[src/hw/rtl/abts_pkg.sv]
`timescale 1ns / 1ps
// ---------------------------------------------------------------------------
// abts_pkg: shared types and codes for the array binary tree store
// Item kinds, status codes, datapath command codes and the command and
// status structs that join the controller and the datapath.
// ---------------------------------------------------------------------------
package abts_pkg;

   localparam logic [31:0] EMPTY_MARK = 32'hFFFF_FFFF;

   localparam logic [1:0] KIND_SET_ROOT = 2'd0;
   localparam logic [1:0] KIND_INSERT   = 2'd1;
   localparam logic [1:0] KIND_DELETE   = 2'd2;
   localparam logic [1:0] KIND_READ     = 2'd3;

   localparam logic [1:0] ST_OK        = 2'd0;
   localparam logic [1:0] ST_NOT_FOUND = 2'd1;
   localparam logic [1:0] ST_BLOCKED   = 2'd2;
   localparam logic [1:0] ST_NO_ROOM   = 2'd3;

   localparam logic [3:0] CAND_HOLD   = 4'd0;
   localparam logic [3:0] CAND_INC    = 4'd1;
   localparam logic [3:0] CAND_ROOT   = 4'd2;
   localparam logic [3:0] CAND_DOUBLE = 4'd3;
   localparam logic [3:0] CAND_HALF   = 4'd4;
   localparam logic [3:0] CAND_CHILD  = 4'd5;
   localparam logic [3:0] CAND_LEFT   = 4'd6;
   localparam logic [3:0] CAND_RIGHT  = 4'd7;
   localparam logic [3:0] CAND_READ   = 4'd8;

   localparam logic [1:0] WR_CLEAR  = 2'd0;
   localparam logic [1:0] WR_ROOT   = 2'd1;
   localparam logic [1:0] WR_CHILD  = 2'd2;
   localparam logic [1:0] WR_DELETE = 2'd3;

   localparam logic [2:0] RIDX_ZERO  = 3'd0;
   localparam logic [2:0] RIDX_ONE   = 3'd1;
   localparam logic [2:0] RIDX_CAND  = 3'd2;
   localparam logic [2:0] RIDX_FOUND = 3'd3;
   localparam logic [2:0] RIDX_READ  = 3'd4;

   localparam logic [1:0] RVAL_EMPTY = 2'd0;
   localparam logic [1:0] RVAL_NEW   = 2'd1;
   localparam logic [1:0] RVAL_KEY   = 2'd2;
   localparam logic [1:0] RVAL_RDATA = 2'd3;

   typedef struct packed {
      logic       load_item;
      logic [3:0] cand_op;
      logic       found_load;
      logic       left_load;
      logic       left_from_rd;
      logic       mem_rd;
      logic       mem_wr;
      logic [1:0] wr_sel;
      logic       res_load;
      logic [1:0] res_status;
      logic [2:0] res_idx_sel;
      logic [1:0] res_val_sel;
      logic       out_load;
   } abts_cmd_type;

   typedef struct packed {
      logic       cand_oor;
      logic       cand_is_one;
      logic       cand_odd;
      logic       clear_last;
      logic       rdata_empty;
      logic       rdata_match;
      logic       left_empty;
      logic       rd_oor;
      logic       out_busy;
      logic [1:0] kind;
   } abts_sts_type;

endpackage

[src/hw/rtl/abts_ctrl.sv]
`timescale 1ns / 1ps
// ---------------------------------------------------------------------------
// abts_ctrl: controller of the array binary tree store
// Sequences the clearing sweep, the stackless preorder search, the child
// and leaf checks, and the hand-off of each result to the output register.
// ---------------------------------------------------------------------------
module abts_ctrl import abts_pkg::*; (
   input  logic         clock,
   input  logic         reset,
   input  logic         req_tvalid,
   output logic         req_tready,
   input  abts_sts_type sts,
   output abts_cmd_type cmd
);

   localparam logic [3:0] S_CLEAR     = 4'd0;
   localparam logic [3:0] S_IDLE      = 4'd1;
   localparam logic [3:0] S_DISPATCH  = 4'd2;
   localparam logic [3:0] S_SEARCH    = 4'd3;
   localparam logic [3:0] S_CHECK     = 4'd4;
   localparam logic [3:0] S_ASCEND    = 4'd5;
   localparam logic [3:0] S_CHILD_RD  = 4'd6;
   localparam logic [3:0] S_CHILD_CHK = 4'd7;
   localparam logic [3:0] S_DEL_L     = 4'd8;
   localparam logic [3:0] S_DEL_LCHK  = 4'd9;
   localparam logic [3:0] S_DEL_R     = 4'd10;
   localparam logic [3:0] S_DEL_RCHK  = 4'd11;
   localparam logic [3:0] S_READ_RD   = 4'd12;
   localparam logic [3:0] S_READ_CHK  = 4'd13;
   localparam logic [3:0] S_FINISH    = 4'd14;

   logic [3:0] state_ff, state_in;
   logic       right_empty;

   always_ff @(posedge clock) begin
      if (reset) begin
         state_ff <= S_CLEAR;
      end else begin
         state_ff <= state_in;
      end
   end

   assign req_tready  = (state_ff == S_IDLE);
   assign right_empty = sts.cand_oor || sts.rdata_empty;

   always_comb begin
      state_in         = state_ff;
      cmd              = '0;
      cmd.cand_op      = CAND_HOLD;
      cmd.wr_sel       = WR_CLEAR;
      cmd.res_status   = ST_OK;
      cmd.res_idx_sel  = RIDX_ZERO;
      cmd.res_val_sel  = RVAL_EMPTY;
      unique case (state_ff)
         S_CLEAR: begin
            cmd.mem_wr  = 1'b1;
            cmd.wr_sel  = WR_CLEAR;
            cmd.cand_op = CAND_INC;
            if (sts.clear_last) begin
               state_in = S_IDLE;
            end
         end
         S_IDLE: begin
            if (req_tvalid) begin
               cmd.load_item = 1'b1;
               state_in      = S_DISPATCH;
            end
         end
         S_DISPATCH: begin
            unique case (sts.kind)
               KIND_SET_ROOT: begin
                  cmd.mem_wr      = 1'b1;
                  cmd.wr_sel      = WR_ROOT;
                  cmd.res_load    = 1'b1;
                  cmd.res_status  = ST_OK;
                  cmd.res_idx_sel = RIDX_ONE;
                  cmd.res_val_sel = RVAL_NEW;
                  state_in        = S_FINISH;
               end
               KIND_READ: begin
                  cmd.cand_op = CAND_READ;
                  state_in    = S_READ_RD;
               end
               default: begin
                  cmd.cand_op = CAND_ROOT;
                  state_in    = S_SEARCH;
               end
            endcase
         end
         S_SEARCH: begin
            if (sts.cand_oor) begin
               state_in = S_ASCEND;
            end else begin
               cmd.mem_rd = 1'b1;
               state_in   = S_CHECK;
            end
         end
         S_CHECK: begin
            priority if (sts.rdata_empty) begin
               state_in = S_ASCEND;
            end else if (sts.rdata_match) begin
               cmd.found_load = 1'b1;
               if (sts.kind == KIND_INSERT) begin
                  cmd.cand_op = CAND_CHILD;
                  state_in    = S_CHILD_RD;
               end else begin
                  cmd.cand_op = CAND_LEFT;
                  state_in    = S_DEL_L;
               end
            end else begin
               cmd.cand_op = CAND_DOUBLE;
               state_in    = S_SEARCH;
            end
         end
         S_ASCEND: begin
            priority if (sts.cand_is_one) begin
               cmd.res_load    = 1'b1;
               cmd.res_status  = ST_NOT_FOUND;
               cmd.res_idx_sel = RIDX_ZERO;
               cmd.res_val_sel = RVAL_EMPTY;
               state_in        = S_FINISH;
            end else if (!sts.cand_odd) begin
               cmd.cand_op = CAND_INC;
               state_in    = S_SEARCH;
            end else begin
               cmd.cand_op = CAND_HALF;
            end
         end
         S_CHILD_RD: begin
            if (sts.cand_oor) begin
               cmd.res_load    = 1'b1;
               cmd.res_status  = ST_NO_ROOM;
               cmd.res_idx_sel = RIDX_FOUND;
               cmd.res_val_sel = RVAL_KEY;
               state_in        = S_FINISH;
            end else begin
               cmd.mem_rd = 1'b1;
               state_in   = S_CHILD_CHK;
            end
         end
         S_CHILD_CHK: begin
            cmd.res_load    = 1'b1;
            cmd.res_idx_sel = RIDX_CAND;
            if (sts.rdata_empty) begin
               cmd.mem_wr      = 1'b1;
               cmd.wr_sel      = WR_CHILD;
               cmd.res_status  = ST_OK;
               cmd.res_val_sel = RVAL_NEW;
            end else begin
               cmd.res_status  = ST_BLOCKED;
               cmd.res_val_sel = RVAL_RDATA;
            end
            state_in = S_FINISH;
         end
         S_DEL_L: begin
            if (sts.cand_oor) begin
               cmd.left_load = 1'b1;
               cmd.cand_op   = CAND_RIGHT;
               state_in      = S_DEL_R;
            end else begin
               cmd.mem_rd = 1'b1;
               state_in   = S_DEL_LCHK;
            end
         end
         S_DEL_LCHK: begin
            cmd.left_load    = 1'b1;
            cmd.left_from_rd = 1'b1;
            cmd.cand_op      = CAND_RIGHT;
            state_in         = S_DEL_R;
         end
         S_DEL_R, S_DEL_RCHK: begin
            if (state_ff == S_DEL_R && !sts.cand_oor) begin
               cmd.mem_rd = 1'b1;
               state_in   = S_DEL_RCHK;
            end else begin
               cmd.res_load    = 1'b1;
               cmd.res_idx_sel = RIDX_FOUND;
               if (sts.left_empty && right_empty) begin
                  cmd.mem_wr      = 1'b1;
                  cmd.wr_sel      = WR_DELETE;
                  cmd.res_status  = ST_OK;
                  cmd.res_val_sel = RVAL_EMPTY;
               end else begin
                  cmd.res_status  = ST_BLOCKED;
                  cmd.res_val_sel = RVAL_KEY;
               end
               state_in = S_FINISH;
            end
         end
         S_READ_RD: begin
            if (sts.rd_oor) begin
               cmd.res_load    = 1'b1;
               cmd.res_status  = ST_NO_ROOM;
               cmd.res_idx_sel = RIDX_READ;
               cmd.res_val_sel = RVAL_EMPTY;
               state_in        = S_FINISH;
            end else begin
               cmd.mem_rd = 1'b1;
               state_in   = S_READ_CHK;
            end
         end
         S_READ_CHK: begin
            cmd.res_load    = 1'b1;
            cmd.res_status  = ST_OK;
            cmd.res_idx_sel = RIDX_READ;
            cmd.res_val_sel = RVAL_RDATA;
            state_in        = S_FINISH;
         end
         S_FINISH: begin
            if (!sts.out_busy) begin
               cmd.out_load = 1'b1;
               state_in     = S_IDLE;
            end
         end
         default: begin
            state_in = S_CLEAR;
         end
      endcase
   end

endmodule
[config.mk]
export PLATFORM = sky130hd
export DESIGN_NAME = abts_ctrl
export DESIGN_NICKNAME = d
export VERILOG_FILES = /design/src/hw/rtl/abts_pkg.sv /design/src/hw/rtl/abts_ctrl.sv
export SDC_FILE = /design/constraint.sdc
export NUM_CORES = 1
export LEC_CHECK = 0
export BUFFER_PORTS_ARGS = -buffer_cell sky130_fd_sc_hd__buf_4
export CORE_MARGIN = 4
export CORE_UTILIZATION = 44
export CTS_BUF_LIST = sky130_fd_sc_hd__clkbuf_16
export DETAILED_ROUTE_END_ITERATION = 10
export PLACE_DENSITY = 0.81
export SLEW_MARGIN = 20
export SYNTH_ARGS = -nofsm -noshare
export SYNTH_HDL_FRONTEND = slang
export SYNTH_SLANG_ARGS = --single-unit
[constraint.sdc]
create_clock -name clock -period 1.3 [get_ports clock]
set_input_delay 0.13 -clock clock [delete_from_list [all_inputs] [get_ports clock]]
set_output_delay 0.13 -clock clock [all_outputs]
set_load 0.005 [all_outputs]
==> results of run 1 <==
==> per-stage QoR <==
step / util, % / instances / hold slack, ns
after floorplan: - / 131 / 0.189
after global placement: 74.9 / 221 / 0.328
after detailed placement: 74.9 / 221 / 0.331
after CTS: 92.7 / 237 / 0.0978
==> synthesized netlist by cell type (2+ instances only) <==
cell type / count / area (µm²)
and3_1: 2 / 12.5
o221ai_1: 2 / 17.5
buf_6: 2 / 22.5
nor4bb_1: 3 / 30.0
buf_2: 5 / 25.0
inv_1: 7 / 26.3
dfxtp_1: 4 / 80.1
nor3b_1: 2 / 15.0
o21bai_1: 3 / 22.5
a21oi_1: 2 / 10.0
nand4b_1: 2 / 17.5
nand2b_1: 2 / 12.5
and2_1: 2 / 12.5
ha_1: 4 / 50.1
a21o_1: 2 / 15.0
o31ai_1: 4 / 30.0
nand2_1: 13 / 48.8
o21ai_0: 7 / 35.0
or2_2: 2 / 12.5
nor2b_1: 6 / 37.5
o22ai_1: 3 / 18.8
and3b_1: 2 / 17.5
nor3_1: 4 / 20.0
nand3_1: 6 / 30.0
nor2_1: 11 / 41.3
buf_4: 2 / 15.0
==> timing repair <==
item / in CTS
gates resized for setup: 51
endpoints found under the hold margin: 0
pin swaps: 21
setup buffers: 12
setup endpoints to repair: 26
==> cell families after synthesis <==
family / share of synthesized area, %
and+or+nand+nor: 42.1
DFF: 8.67
adders and majority gates: 5.42
buffers and inverters: 10.0
AOI/OAI and AO/OA: 33.7
==> impl_metrics.yaml, run 1 <==
synthesis:
  synth-edff-count: 0
  synthesis.area_um2: 923
  synthCells: 131
  synthDistinctLibCells: 53
  ys_ff_latch: 4
  yosysSeqAreaShare_pct: 8.67
  ys_async_sr_fraction_pct: 0
  syn_nets: 149
  yosysWarnings: 0
  avgSynthCellArea_um2: 7.05
  synthFlopType: "dfxtp_1"
timing:
  crit_endpoint: "cmd[2]"
  worst-ep-kind: "primary output"
floorplan:
  start_util_pct: 46.6
  dieWidth_um: 53.8
  ios: 36
  placement_rows: 16
  dieHeight_um: 53.8
placed_design:
  dpl-instance-area_um2: 1480
  dp_slack_ns: -0.309
  place.gp.congestion: 0.954
  port_buffers: 35
  place_hpwl_mm: 3.05
run_status:
  stop_stage: "global routing (5_1_grt)"
  tool.error: "[ERROR DPL-0038] Utilization greater than 100%, impossible to legalize"
  status: "did not finish"
clock_network:
  cts_hold_buffers: 0
  cts_made_buffers: 3
  cts_buffer_depth: 2
  cts_root_buf: "clkbuf_16"
  h-tree-depth: 1
  cts.sinks: 4
global_routing:
  grt_max_degree: 10
==> run 2, diff against run 1 <==
CORE_AREA = 4 4 65 67   (was not set)
CORE_MARGIN = not set   (was 4)
CORE_UTILIZATION = not set   (was 44)
CTS_BUF_LIST = not set   (was sky130_fd_sc_hd__clkbuf_16)
DIE_AREA = 0 0 69 71   (was not set)
PLACE_DENSITY = not set   (was 0.81)
PLACE_DENSITY_LB_ADDON = 0.15   (was not set)
clock period = 1.7 ns   (was 1.3 ns; I/O delays follow)
==> run 2 against run 1 <==
  * The flow now finishes, with violations (negative setup slack)
  * Synthesized area unchanged
  * Synthesized cell count did not move
==> impl_metrics.yaml, run 2 <==
final_layout:
  largest_reg_flops: 4
  fin_area_um2: 1640
  largest-register: "state_ff"
  fin_cells: 244
  nFillCells: 373
  synthToLayoutAreaGrowth_pct: 77.1
  drive_above_1_share_pct: 52.6
  regArea_um2: 95.1
  multi_input_area_um2: 845
  layout_common_cells: "buf_4 (63), nand2_1 (11), nor2_1 (8), buf_6 (8)"
  layout.nets: 216
  n_antenna_cell: 0
  top_regs: "state_ff: 4 flops"
  layout_commonest_cell: "buf_4"
timing:
  slew-limit-headroom_pct: 69.4
  fin_crit_ns: 1.72
  finClkSkew_ns: 0.00163
  max_freq_mhz: 581
  grt_setup_unrepaired: "true"
  tns_ns: -0.0411
  hold_violations: 0
  fin_crit_sh_pct: 101
  drv_slew: 0
  setup_viol: 3
  tightest_slew_ns: 0.453
  fin_ws_ns: -0.0220
clock_network:
  path_clk_slew_ns: 0.03
  cts_root_buf: "clkbuf_8"
  h-tree-depth: 1
  cts_tree: "built"
  cts_hold_buffers: 0
  cts_buffer_depth: 2
  cts_made_buffers: 3
  insertion_delay_ns: 0.22
  cts.sinks: 4
run_status:
  status: "finished with violations"
  violations: "negative setup slack"
placed_design:
  place_hpwl_mm: 2.74
  place.gp.congestion: 0.865
  dpl-instance-area_um2: 1350
  port_buffers: 35
  place_inst: 227
detailed_routing:
  totalWireLength_mm: 3.64
  drc: 0
  num_vias: 1262
  dr.pass1.iters: 4
  drt_iter0_drc: 49
  detail-route-antenna-nets: 0
  wl_per_cell_um: 14.9
  vias_per_cell: 5.17
floorplan:
  core-area_um2: 3630
  fp.dieArea_um2: 4900
  ios: 36
  dieHeight_um: 71
  placement_rows: 22
  start_util_pct: 25.4
  dieWidth_um: 69
worst_setup_path:
  critPathMaxStageDelay_ns: 0.39
  crit_chain: "buf_6, or3_4, o221ai_2, o21bai_1, buf_4"
  crit_fanout: 7
  r2r_cells: 8
  startpoint_type: "register"
  required_ns: 1.53
  r2r_setup_slack_ns: 0.12
  r2r_start: "state_ff[1]"
  crit_arrival_ns: 1.55
  setup.worst_path.end_class: "output port"
  cp_slowest_cell: "or3_4"
  crit_type: "reg -> out"
  reg2reg_to: "state_ff[0]"
synthesis:
  ys_async_sr_fraction_pct: 0
  synthCells: 131
  avgSynthCellArea_um2: 7.05
  yosysWarnings: 0
  syn_nets: 149
  synth-edff-count: 0
  synthesis.area_um2: 923
  synthFlopType: "dfxtp_1"
  synthDistinctLibCells: 53
  yosysTopAreaCellShare_pct: 8.67
  synth_common_cells: "nand2_1 (13), nor2_1 (11), inv_1 (7), o21ai_0 (7)"
  yosysSeqAreaShare_pct: 8.67
  yosysTopAreaCell: "dfxtp_1"
  ys_ff_latch: 4
  synth.area.top_cells: "dfxtp_1 (8.7%), ha_1 (5.4%), nand2_1 (5.3%)"
  yosysMostFrequentCell: "nand2_1"
power_and_ir_drop:
  power_frac_seq_pct: 11.6
  ir_worst_vdd_mv: 0.431
  swShare_pct: 42.2
  p_sw_w: 0.000868
  clock_power_share_pct: 10.0
  power_frac_comb_pct: 78.4
  power.density_nw_per_um2: 1260
  internal_power_w: 0.00119
  p_leak_nw: 0.773
worst_hold_path:
  hold_class: "in -> reg"
  whs_path_depth: 2
  holdPathEnd: "state_ff[1]"
  hp-start: "reset"
global_routing:
  overflow: 0
  grt_max_degree: 11
  first_global_vias: 1244
  grt_pass1_wl_mm: 5.90
  track_usage_pct: 14.1
  antenna_found_initial: 0
flow_run:
  max_cap_viol_count: 0
## run 2: power by group through the flow
stage | clock network [W] | logic, W | registers (W)
after CTS | 0.000208 | 0.00140 | 0.000229
after global placement | 0 | 0.00127 | 0.000216
after detailed placement | 0 | 0.00126 | 0.000220
after floorplan | 0 | 0.000745 | 0.000166
after global routing | 0.000216 | 0.00176 | 0.000243
final | 0.000206 | 0.00161 | 0.000238
## run 2: kinds of logic after synthesis
logic type / after synthesis / share of synthesized area, %
flip-flops: 4 / 8.67
buffers and inverters: 17 / 10.0
AND/OR/NAND/NOR: 66 / 42.1
adder cells (fa/ha/maj): 4 / 5.42
AO/OA/AOI/OAI: 40 / 33.7
## run 2: worst max-delay path, delay by kind of cell (launching register included)
family                 cells  cell delay [ns]
AO/OA/AOI/OAI              2             0.33
buffers and inverters      2             0.26
flip-flops                 1             0.35
AND/OR/NAND/NOR            1             0.39
## run 2: layer usage
metal / global-route usage [%] / share of wire (%) / wire (µm)
met1: 18.2 / 44 / 1590
met2: 25.2 / 51 / 1870
met3: 0.852 / 3.4 / 125
met4: 4.34 / 1.4 / 50
met5: 0 / 0 / 0
## run 2: what timing repair did
action | CTS | global route
endpoints found under the setup margin | 16 | 11
resized for setup | 23 | 17
buffers inserted | 7 | 7
pin swaps | 5 | 9
## run 2: worst max-delay path by stage
stage | to | slack [ns] | start
2_1_floorplan | cmd[2] | 0.22 | state_ff[3]
3_3_place_gp | state_ff[1] | -0.07 | state_ff[2]
3_5_place_dp | cmd[2] | 0.03 | state_ff[3]
4_1_cts | cmd[2] | -0.02 | state_ff[2]
5_1_grt | cmd[2] | -0.1 | state_ff[3]
6_report | cmd[2] | -0.02 | state_ff[2]
## run 2: per-stage QoR
step	power [W]	setup slack [ns]	hold WS [ns]	utilization, %
2_1_floorplan	0.000911	0.225	0.236	-
3_3_place_gp	0.00149	-0.0709	0.381	37.2
3_5_place_dp	0.00148	0.0285	0.383	37.2
4_1_cts	0.00184	-0.0192	0.145	41.5
5_1_grt	0.00222	-0.0954	0.154	45.0
6_report	0.00206	-0.0220	0.148	45.0
## run 2: cell type report
cell class,count,share of cell area (%)
Clock buffer,3,2.52
Tap cell,48,3.67
Timing Repair Buffer,72,34.7
Multi-Input combinational cell,110,51.6
Sequential cell,4,5.81
Inverter,7,1.61
No activity file was read; power rests on OpenSTA's default activity.
